File: src/design/crps_pkg.sv
// ----------------------------------------------------------------------------
// crps_pkg - shared types and helpers for the card row pixel shader
// Register indexes, RGB565 type, divide-by-255 and corner inset function.
// ----------------------------------------------------------------------------
package crps_pkg;

    // Corner circle radius in pixels
    localparam int ARC_RADIUS_PX = 4;

    // Width of the clamped edge distance (up to RADIUS+1) and of the inset (up to RADIUS)
    localparam int CW = $clog2(ARC_RADIUS_PX + 2);

    typedef logic [15:0] t_rgb565;

    // Configuration register indexes
    typedef enum logic [2:0] {
        CFG_DIGIT_COLOR = 3'd0,
        CFG_CARD_TOP    = 3'd1,
        CFG_CARD_BOTTOM = 3'd2,
        CFG_CARD_WIDTH  = 3'd3,
        CFG_CARD_HEIGHT = 3'd4
    } t_cfg_idx;

    // Exact x/255 for x up to 63*255, by shift-add reciprocal
    function automatic logic [5:0] div255(input logic [13:0] x);
        logic [14:0] t;
        t = {1'b0, x} + {9'd0, x[13:8]} + 15'd1;
        return t[13:8];
    endfunction

    // Inset in columns for a row at distance dy from the rounded edge
    // (dy = 0 means the row is clear of both corner bands)
    function automatic logic [CW-1:0] arc_inset(input logic [CW-1:0] dy);
        int  ins;
        int  ex;
        int  ey;
        logic done;
        ins  = 0;
        done = (dy == '0);
        ey   = 2 * int'(dy) - 1;
        for (int k = 0; k < ARC_RADIUS_PX; k++) begin
            ex = 2 * (ARC_RADIUS_PX - k) - 1;
            if (!done) begin
                if (ex * ex + ey * ey <= 4 * ARC_RADIUS_PX * ARC_RADIUS_PX) begin
                    done = 1'b1;
                end else begin
                    ins = ins + 1;
                end
            end
        end
        return CW'(ins);
    endfunction

endpackage

File: src/design/crps_blend.sv
// ----------------------------------------------------------------------------
// crps_blend - two-stage RGB565 alpha blend
// Each channel becomes (bg*(255-a) + fg*a)/255, truncated. Stage one forms
// the weighted sums, stage two divides by 255 and repacks.
// ----------------------------------------------------------------------------
module crps_blend
    import crps_pkg::*;
(
    input  logic        i_clk,
    input  logic        i_rst_n,
    input  logic        i_valid,
    input  t_rgb565     i_bg,
    input  t_rgb565     i_fg,
    input  logic [7:0]  i_alpha,
    output logic        o_valid,
    output t_rgb565     o_px
);

    logic [7:0]  n_inv;
    logic [12:0] n_sum_r;
    logic [13:0] n_sum_g;
    logic [12:0] n_sum_b;
    logic        r_valid1;
    logic [12:0] r_sum_r;
    logic [13:0] r_sum_g;
    logic [12:0] r_sum_b;
    logic [5:0]  q_r;
    logic [5:0]  q_g;
    logic [5:0]  q_b;

    // Weighted channel sums
    assign n_inv   = 8'd255 - i_alpha;
    assign n_sum_r = {8'd0, i_bg[15:11]} * {5'd0, n_inv}
                   + {8'd0, i_fg[15:11]} * {5'd0, i_alpha};
    assign n_sum_g = {8'd0, i_bg[10:5]} * {6'd0, n_inv}
                   + {8'd0, i_fg[10:5]} * {6'd0, i_alpha};
    assign n_sum_b = {8'd0, i_bg[4:0]} * {5'd0, n_inv}
                   + {8'd0, i_fg[4:0]} * {5'd0, i_alpha};

    always_ff @(posedge i_clk) begin
        if (!i_rst_n) begin
            r_valid1 <= 1'b0;
        end else begin
            r_valid1 <= i_valid;
        end
    end

    always_ff @(posedge i_clk) begin
        r_sum_r <= n_sum_r;
        r_sum_g <= n_sum_g;
        r_sum_b <= n_sum_b;
    end

    // Divide by 255 and repack
    assign q_r = div255({1'b0, r_sum_r});
    assign q_g = div255(r_sum_g);
    assign q_b = div255({1'b0, r_sum_b});

    always_ff @(posedge i_clk) begin
        if (!i_rst_n) begin
            o_valid <= 1'b0;
        end else begin
            o_valid <= r_valid1;
        end
    end

    always_ff @(posedge i_clk) begin
        o_px <= {q_r[4:0], q_g, q_b[4:0]};
    end

endmodule

File: src/design/card_row_pixel_shader_top.sv
// ----------------------------------------------------------------------------
// card_row_pixel_shader_top - pixel shader for a rounded flip-clock card
// Picks the card half colour, blends the digit over it, darkens by shade
// and clears the write flag and pixel inside the rounded corners and off the card.
//
//   channel   handshake                  payload
//   -------   ------------------------   ----------------------------------
//   item in   start / busy               card_row, column, glyph_alpha,
//                                        is_blank, shade
//   result    o_strobe (one cycle)       o_pixel, o_write_enable
//   config    i_cfg_valid / o_cfg_ready  i_cfg_index, i_cfg_data
//
// One item per clock; busy stays low. Each result passes through decode, two
// blend stages and two shade stages. Synchronous active-low reset clears the
// pipeline valid bits and loads the register defaults. The receiver cannot
// stall, so the pipeline never holds.
// ----------------------------------------------------------------------------
module card_row_pixel_shader_top
    import crps_pkg::*;
(
    input  logic        i_clk,
    input  logic        i_rst_n,
    input  logic        start,
    output logic        busy,
    input  logic [7:0]  i_card_row,
    input  logic [7:0]  i_column,
    input  logic [7:0]  i_glyph_alpha,
    input  logic        i_is_blank,
    input  logic [7:0]  i_shade,
    output logic        o_strobe,
    output logic [15:0] o_pixel,
    output logic        o_write_enable,
    input  logic        i_cfg_valid,
    output logic        o_cfg_ready,
    input  logic [2:0]  i_cfg_index,
    input  logic [15:0] i_cfg_data
);

    t_rgb565     r_digit_color;
    t_rgb565     r_card_top_color;
    t_rgb565     r_card_bottom_color;
    logic [7:0]  r_card_width;
    logic [7:0]  r_card_height;

    logic        accept;
    logic [9:0]  row_ext;
    logic [9:0]  h_ext;
    logic        row_low;
    logic        row_high;
    logic [9:0]  dy_low;
    logic [9:0]  dy_high;
    logic [9:0]  dy_sel;
    logic [CW-1:0] n_dy;
    logic        n_in_bounds;
    t_rgb565     n_base;
    logic [7:0]  n_alpha;

    logic        r1_valid;
    logic [CW-1:0] r1_dy;
    logic        r1_in_bounds;
    logic [7:0]  r1_col;
    t_rgb565     r1_base;
    logic [7:0]  r1_alpha;
    logic [7:0]  r1_shade;

    logic [CW-1:0] inset;
    logic        n_we;
    logic        r2_we;
    logic [7:0]  r2_shade;
    logic        r3_we;
    logic [7:0]  r3_shade;
    logic        r4_we;
    logic        r5_we;

    logic        mix_valid;
    t_rgb565     mix_px;
    t_rgb565     shade_fg;

    assign busy        = 1'b0;
    assign o_cfg_ready = 1'b1;
    assign accept      = start && !busy;

    // Configuration registers
    always_ff @(posedge i_clk) begin
        if (!i_rst_n) begin
            r_digit_color       <= 16'hFFFF;
            r_card_top_color    <= 16'h0000;
            r_card_bottom_color <= 16'h0000;
            r_card_width        <= 8'd64;
            r_card_height       <= 8'd96;
        end else if (i_cfg_valid && o_cfg_ready) begin
            case (t_cfg_idx'(i_cfg_index))
                CFG_DIGIT_COLOR: r_digit_color       <= i_cfg_data;
                CFG_CARD_TOP:    r_card_top_color    <= i_cfg_data;
                CFG_CARD_BOTTOM: r_card_bottom_color <= i_cfg_data;
                CFG_CARD_WIDTH:  r_card_width        <= i_cfg_data[7:0];
                CFG_CARD_HEIGHT: r_card_height       <= i_cfg_data[7:0];
                default: ;
            endcase
        end
    end

    // Decode: distance into the top or bottom corner band, bounds, base colour
    assign row_ext  = {2'd0, i_card_row};
    assign h_ext    = {2'd0, r_card_height};
    assign row_low  = row_ext < 10'(ARC_RADIUS_PX);
    assign row_high = (row_ext + 10'(ARC_RADIUS_PX)) >= h_ext;
    assign dy_low   = 10'(ARC_RADIUS_PX) - row_ext;
    assign dy_high  = row_ext + 10'(ARC_RADIUS_PX + 1) - h_ext;

    always_comb begin
        if (row_low) begin
            dy_sel = dy_low;
        end else if (row_high) begin
            dy_sel = dy_high;
        end else begin
            dy_sel = 10'd0;
        end
        // beyond one past the radius every row gets the full inset
        if (dy_sel > 10'(ARC_RADIUS_PX + 1)) begin
            n_dy = CW'(ARC_RADIUS_PX + 1);
        end else begin
            n_dy = dy_sel[CW-1:0];
        end
    end

    assign n_in_bounds = (i_card_row < r_card_height) && (i_column < r_card_width);
    assign n_base      = (i_card_row < {1'b0, r_card_height[7:1]}) ?
                         r_card_top_color : r_card_bottom_color;
    // a blank card blends with zero coverage, which leaves the base as is
    assign n_alpha     = i_is_blank ? 8'd0 : i_glyph_alpha;

    always_ff @(posedge i_clk) begin
        if (!i_rst_n) begin
            r1_valid <= 1'b0;
        end else begin
            r1_valid <= accept;
        end
    end

    always_ff @(posedge i_clk) begin
        r1_dy        <= n_dy;
        r1_in_bounds <= n_in_bounds;
        r1_col       <= i_column;
        r1_base      <= n_base;
        r1_alpha     <= n_alpha;
        r1_shade     <= i_shade;
    end

    // Digit over card colour
    crps_blend u_mix (
        .i_clk   (i_clk),
        .i_rst_n (i_rst_n),
        .i_valid (r1_valid),
        .i_bg    (r1_base),
        .i_fg    (r_digit_color),
        .i_alpha (r1_alpha),
        .o_valid (mix_valid),
        .o_px    (mix_px)
    );

    // Corner test alongside the first blend stage
    assign inset = arc_inset(r1_dy);
    assign n_we  = r1_in_bounds
                && ({1'b0, r1_col} >= 9'(inset))
                && (({1'b0, r1_col} + 9'(inset)) < {1'b0, r_card_width});

    always_ff @(posedge i_clk) begin
        r2_we    <= n_we;
        r2_shade <= r1_shade;
        r3_we    <= r2_we;
        r3_shade <= r2_shade;
        r4_we    <= r3_we;
        r5_we    <= r4_we;
    end

    // Shade toward black; a masked pixel goes in as black and stays zero.
    // Full shade scales by 255/255, which leaves the colour as is.
    assign shade_fg = r3_we ? mix_px : 16'h0000;

    crps_blend u_shade (
        .i_clk   (i_clk),
        .i_rst_n (i_rst_n),
        .i_valid (mix_valid),
        .i_bg    (16'h0000),
        .i_fg    (shade_fg),
        .i_alpha (r3_shade),
        .o_valid (o_strobe),
        .o_px    (o_pixel)
    );

    assign o_write_enable = r5_we;

endmodule

File: config.mk
export PLATFORM = sky130hd
export DESIGN_NAME = card_row_pixel_shader_top
export DESIGN_NICKNAME = d
export VERILOG_FILES = /design/src/design/crps_pkg.sv /design/src/design/crps_blend.sv /design/src/design/card_row_pixel_shader_top.sv
export SDC_FILE = /design/constraint.sdc
export NUM_CORES = 1
export LEC_CHECK = 0
export BUFFER_PORTS_ARGS = -buffer_cell sky130_fd_sc_hd__buf_4
export CORE_AREA = 4 4 217 219
export CTS_CLUSTER_DIAMETER = 120
export CTS_CLUSTER_SIZE = 12
export DETAILED_ROUTE_END_ITERATION = 8
export DIE_AREA = 0 0 221 223
export PLACE_DENSITY = 0.66
export SLEW_MARGIN = 25
export SYNTH_ARGS = -nofsm -noshare
export SYNTH_HDL_FRONTEND = slang
export SYNTH_SLANG_ARGS = --single-unit
File: constraint.sdc
create_clock -name i_clk -period 9.32 [get_ports i_clk]
set_clock_uncertainty 0.15 [all_clocks]
set_input_delay 0.466 -clock i_clk [delete_from_list [all_inputs] [get_ports i_clk]]
set_output_delay 0.466 -clock i_clk [all_outputs]
set_load 0.005 [all_outputs]
# Word-level counts from Yosys, hierarchy flattened
# Index checks and enable logic that the tools add are counted.
dict set report classes {
  addsub 29
  mul 10
  div_mod_pow 0
  magnitude_cmp 12
  eq_ne 4
  n_shift 0
  n_mux 18
  bitwise_logic 0
  n_reduce_logical 10
}
# cell n
set op_table {}
lappend op_table {{32-bit by 8-bit less-or-equal comparator with 1-bit output (second input constant)} 3}
lappend op_table {{5-bit by 8-bit multiplier with 13-bit output} 6}
lappend op_table {{13-bit by 1-bit adder with 13-bit output (second input constant)} 4}
lappend op_table {{13-bit by 5-bit adder with 13-bit output} 4}
lappend op_table {{6-bit by 8-bit multiplier with 14-bit output} 3}
lappend op_table {{16-bit 2-to-1 mux} 2}
lappend op_table {{14-bit by 1-bit adder with 14-bit output (second input constant)} 2}
lappend op_table {{14-bit by 6-bit adder with 14-bit output} 2}
lappend op_table {{13-bit adder} 2}
lappend op_table {{10-bit 2-to-1 mux} 2}
lappend op_table {{8-bit by 3-bit adder with 9-bit output (second input constant)} 2}
lappend op_table {{3-bit 2-to-1 mux} 6}
lappend op_table {{8-bit < comparator} 2}
lappend op_table {{14-bit adder} 1}
lappend op_table {{2-bit by 10-bit adder with 11-bit output (first input constant)} 1}
lappend op_table {{5-bit by 10-bit adder with 11-bit output (first input constant)} 1}
lappend op_table {{6-bit by 10-bit adder with 11-bit output (first input constant)} 1}
lappend op_table {{7-bit by 10-bit adder with 11-bit output (first input constant)} 1}
lappend op_table {{11-bit by 8-bit less-or-equal comparator with 1-bit output (second input constant)} 1}
lappend op_table {{10-bit by 3-bit > comparator with 1-bit output (second input constant)} 1}
lappend op_table {{5-bit by 5-bit multiplier with 10-bit output} 1}
lappend op_table {{2-bit AND reduction} 5}
lappend op_table {{9-bit by 8-bit subtractor with 10-bit output} 1}
lappend op_table {{8-bit by 3-bit adder with 9-bit output} 1}
lappend op_table {{16 further kinds} 28}
dict set report word_totals {
  ff_bits 245
  latchBits 0
  ramBits 0
  romBits 0
  inputBits 56
  out_inout_bits 20
  elab_cells 113
  n_memories 0
}

# Longest topological paths before layout
dict set report logic_depth {
  ltp_word 18
  ltp_mapped 32
  ltp_nobuf 30
}

# Modules after synthesis
# A second synthesis with hierarchy kept.
dict set report unflattened {
  cells_unflattened 3011
  hier_area_um2 27343.7
}
# module n_inst cells_each area_per_inst_um2 seq_area_each_um2
set by_module_without_submodules {}
lappend by_module_without_submodules {{crps_blend at u_mix} 1 1086 10049.6 1161.1}
lappend by_module_without_submodules {{crps_blend at u_shade} 1 1061 9934.5 1161.1}
lappend by_module_without_submodules {card_row_pixel_shader_top 1 864 7359.6 2582.5}

# Worst setup path after synthesis
# No wires, ideal clock.
dict set report synth_timing {
  path_kind {flip-flop to flip-flop}
  start {reg r1_dy[0]}
  end {reg r2_we}
  setup_time_ns 0.091
  arrival_time_ns 6.423
  required_time_ns 9.079
  slack_ns 2.656
  path_stages_with_launch 29
  n_path_buf 1
  synth_period_minus_slack_ns 6.664
  path_cell_list {dfxtp_1 > buf_2 > inv_1 > ha_1 > xor2_1 > inv_1 > nor2_1 > ha_1 > fa_1 > fa_1 > ha_1 > a21o_1 > o21a_4 > o21ai_1 > xor2_1 > o31a_1 > a211oi_1 > a21boi_1 > ha_1 > o31a_1 > fa_1 > ha_1 > a21boi_1 > o21a_1 > o21a_1 > o21a_1 > o21ai_1 > nand2b_1 > a311oi_1}
}
dict set report synth_via {
  elab_chain_len 18
  elab_cells_between_ends 33
  classes_between {9 x add/sub; 1 x mul; 6 x order compare; 14 x mux; 3 x reduce/logical}
}
# element line_no
set synth_lines {}
lappend synth_lines {{from (decl)} card_row_pixel_shader_top.sv:59} ;# logic [CW-1:0] r1_dy;
lappend synth_lines {{from (signal assigned)} card_row_pixel_shader_top.sv:142} ;# r1_dy <= n_dy;
lappend synth_lines {{4-bit by 1-bit subtractor with 5-bit output} crps_pkg.sv:40} ;# ey = 2 * int'(dy) - 1;
lappend synth_lines {{5-bit by 5-bit multiplier with 10-bit output} crps_pkg.sv:44} ;# if (ex * ex + ey * ey <= 4 * ARC_RADIUS_PX * ARC_RADIUS_PX) begin
lappend synth_lines {{7-bit by 10-bit adder with 11-bit output} crps_pkg.sv:44}
lappend synth_lines {{32-bit by 8-bit less-or-equal comparator with 1-bit output} crps_pkg.sv:44}
lappend synth_lines {{1-bit 2-to-1 mux} crps_pkg.sv:44}
lappend synth_lines {{1-bit 2-to-1 mux} crps_pkg.sv:43} ;# if (!done) begin
lappend synth_lines {{1-bit by 1-bit adder with 2-bit output} crps_pkg.sv:47} ;# ins = ins + 1;
lappend synth_lines {{3-bit 2-to-1 mux} crps_pkg.sv:44}
lappend synth_lines {{(+3 left out)} n/a}
lappend synth_lines {{3-bit 2-to-1 mux} crps_pkg.sv:43}
lappend synth_lines {{3-bit by 2-bit adder with 3-bit output} crps_pkg.sv:47}
lappend synth_lines {{3-bit 2-to-1 mux} crps_pkg.sv:44}
lappend synth_lines {{3-bit 2-to-1 mux *} crps_pkg.sv:43}
lappend synth_lines {{8-bit by 3-bit adder with 9-bit output or 8-bit by 3-bit >= comparator with 1-bit output (tied branches)} {card_row_pixel_shader_top.sv:166, card_row_pixel_shader_top.sv:165}}
lappend synth_lines {{9-bit by 8-bit < comparator with 1-bit output or 1-bit logical AND (tied branches)} {card_row_pixel_shader_top.sv:166, card_row_pixel_shader_top.sv:165}}
lappend synth_lines {{1-bit logical AND *} card_row_pixel_shader_top.sv:166} ;# && (({1'b0, r1_col} + 9'(inset)) < {1'b0, r_card_width});
lappend synth_lines {{via n_we} card_row_pixel_shader_top.sv:67} ;# logic n_we;
lappend synth_lines {{to (signal assigned)} card_row_pixel_shader_top.sv:169} ;# r2_we <= n_we;
lappend synth_lines {{to (decl)} card_row_pixel_shader_top.sv:68} ;# logic r2_we;
# Mark *: on every way through the listed nets, which the timed path passes. The rest lies on a longest branch.
# A chain may end at the register's enable or synchronous reset.

# Worst setup path after layout
# Same ends and word-level chain as after synthesis.

==> qor.csv <==
metric,value,unit
powerDensity,191,nW/µm²
dieWidth,221,µm
clk_latency,0.54,ns
grt_max_degree,70,
final_layout_size_suffix_gt1_share,5.16,%
swShare,40.8,%
leakage,11.9,nW
synth-adder-area-share,37.2,%
slowest_delay,0.56,ns
drv_slew,0,
critPathSlowestCell,fa_1,
postCtsHoldBufs,20,
period_needed,7.44,ns
maxCapViolCount,0,
cts_resized,0,
async_flop_share,0,%
synth.area.mux_share,0.330,%
cts_max_level,1,
cts_buffer_depth,3,
syn_area,22400,µm²
cts_tree,built,
comb_power_share,50.8,%
overflow,0,
synth_cell_types,64,
ys_ff_latch,245,
cp-end-kind,register,
grt_pass1_vias,17265,
gp_congestion,0.823,
yosys_most_used_dff,dfxtp_1,
avgSynthCellArea,9.17,µm²
finalSetupViolCount,0,
synth_edf_count,0,
relSlewSlack,35.6,%
met1_usage,25.4,%
outcome,"complete, no violations",
finalHoldViolations,0,
ioPinCount,76,
postCtsSetupRepairBufs,0,
remaining_drc_errors,0,
path_clk_slew,0.06,ns
viasPerCell,5.35,
timing.final.crit_share,79.8,%
final_nets,3053,
dpl_worst_slack,1.91,ns
routed_wl,47500,µm
tns,0,ns
row_count,78,
cpLargestDelayFamily,adder cells,
synth_compound_area_share,9.14,%
worst-path-buf-inv,2,
seq_area_frac_synth,21.9,%
grt_pass1_wl,82000,µm
cp_common_cell,ha_1,
synthXorXnorAreaFrac,4.35,%
critPathRequiredTime,9.61,ns
grt_use_met2,34.9,%
worst_pin_slew,0.967,ns
ys_warn_count,0,
met3_usage,2.12,%
die_height,223,µm
port_buffers,73,
worstPathArrival,7.73,ns
design.core.area,45100,µm²
finish.utilization,53.8,%
area_delta_synth_final,8.36,%
p_sw,1.89,mW
track_usage,19.4,%
max_freq,0.134,GHz
first_pass_iters,6,
worst_slack,1.88,ns
critPathLaunchType,register,
hp-class,primary input to register,
antenna_found_initial,0,
synth_simple_gate_area_share,20.3,%
cts.sinks,245,
antenna_cells,0,
ant_nets,0,
post_drt_wl_per_cell,15.4,µm
dp_hpwl,36100,µm
n_fill_cell,4145,
rsz0062_at_grt,false,
synth_cells,2440,
vdd_ir_drop_max,0.183,mV
critical_path_class,register to register,
final_common_cell,inv_1,
drtIter0Drc,914,
initial_core_util,49.6,%
p_clk_share,18.9,%
synth_top_family_by_area,adder cells,
cts_buffers,24,
dieArea,49300,µm²
power_frac_seq,30.3,%
top_usage_layer,met2,
critPathMaxFanout,10,
vias,16503,
power,4.63,mW
cts_root_buffer,clkbuf_16,
layout_common_cells,"294 x inv_1, 265 x nand2_1, 264 x ha_1",
p_int,2.74,mW
state kept, by name, summed over array words and instances (netlist names), 3 cells and up:
signal,cells
r1_alpha,8
r1_base,16
r1_col,8
r1_dy,3
r1_shade,8
r2_shade,8
r3_shade,8
r_card_bottom_color,16
r_card_height,8
r_card_top_color,16
r_card_width,8
r_digit_color,16
u_mix.o_px,16
u_mix.r_sum_b,13
u_mix.r_sum_g,14
u_mix.r_sum_r,13
u_shade.o_px,16
u_shade.r_sum_b,13
u_shade.r_sum_g,14
u_shade.r_sum_r,13
Yosys cell counts, types with 8 or more instances:
library cell | n | area share (%)
a21boi_1 | 49 | 1.6
dfxtp_1 | 245 | 22
xnor2_1 | 73 | 2.9
nor3b_1 | 19 | 0.64
nor3_1 | 19 | 0.43
inv_1 | 294 | 4.9
o21bai_1 | 11 | 0.37
nand4_1 | 22 | 0.62
a21oi_1 | 62 | 1.4
o21ai_1 | 37 | 0.83
clkbuf_1 | 87 | 1.5
nor2b_1 | 76 | 2.1
fa_1 | 250 | 22
o21a_1 | 30 | 1.0
a31oi_1 | 20 | 0.56
nand4b_1 | 8 | 0.31
a21o_1 | 30 | 1.0
and2_1 | 81 | 2.3
ha_1 | 265 | 15
nor2_1 | 45 | 0.76
o21ai_0 | 29 | 0.65
nand3_1 | 104 | 2.3
nand2b_1 | 98 | 2.7
nand2_1 | 265 | 4.4
and3_1 | 86 | 2.4
xor2_1 | 38 | 1.5
cell families (layout without fill, tap and decap cells):
| kind of cell | count (synthesis) | after routing |
|---|---|---|
| muxes | 7 | 7 |
| AOI/OAI and AO/OA | 309 | 309 |
| DFF | 245 | 245 |
| xor gates and xnor gates | 111 | 111 |
| and+or+nand+nor | 857 | 857 |
| other | 2 | 9 |
| buffers and inverters | 394 | 429 |
| adders and majority gates | 515 | 515 |
layout make-up:
class / count / area [µm²] / share of cell area [%]
Sequential cell: 245 / 4910 / 20.2
Inverter: 296 / 1110 / 4.58
Timing Repair Buffer: 107 / 853 / 3.52
Clock buffer: 25 / 626 / 2.58
Multi-Input combinational cell: 1808 / 16000 / 65.9
Tap cell: 600 / 751 / 3.10
Clock inverter: 1 / 8.76 / 0.0361
metal layers:
layer / share of wire [%] / routed length, µm
met1: 44 / 20800
met2: 50 / 23500
met4: 2.1 / 984
met5: 0 / 0
met3: 4.6 / 2180
worst paths after layout:
kind,start,end,slack (ns),cells after the start
worst max register to register,r1_dy[0]$_SDFF_PN1_,r2_we$_DFF_P_,1.88,28
worst max-delay path,r1_dy[0]$_SDFF_PN1_,r2_we$_DFF_P_,1.88,28
worst min register to register,r2_shade[6]$_DFF_P_,r3_shade[6]$_DFF_P_,0.17,0
worst min-delay path,i_glyph_alpha[4],r1_alpha[4]$_SDFF_PP0_,0.01,2
worst reg2reg max path, delay by kind of cell, from the launching register on:
family	cells	cell delay [ns]
AO/OA/AOI/OAI	13	2.62
XOR/XNOR	3	0.80
adder cells (fa/ha/maj)	8	2.76
buffers and inverters	2	0.30
flip-flops	1	0.51
AND/OR/NAND/NOR	2	0.19
through the flow:
stage	cells	instance area (µm²)	hold WS, ns
final	3082	24200	0.0133
after global routing	3082	24200	0.00827
after CTS	3082	24200	0.00366
after detailed placement	3036	23400	0.162
after global placement	3036	23400	0.163
after floorplan	2447	22400	0.160
power by group through the flow:
stage	combinational (mW)	clock [mW]	sequential (mW)
after floorplan	1.88	0	1.34
after global placement	2.22	0	1.42
after detailed placement	2.34	0	1.42
after CTS	2.37	0.907	1.40
after global routing	2.70	0.938	1.43
final	2.35	0.873	1.40
(Power assumes the default switching activity.)
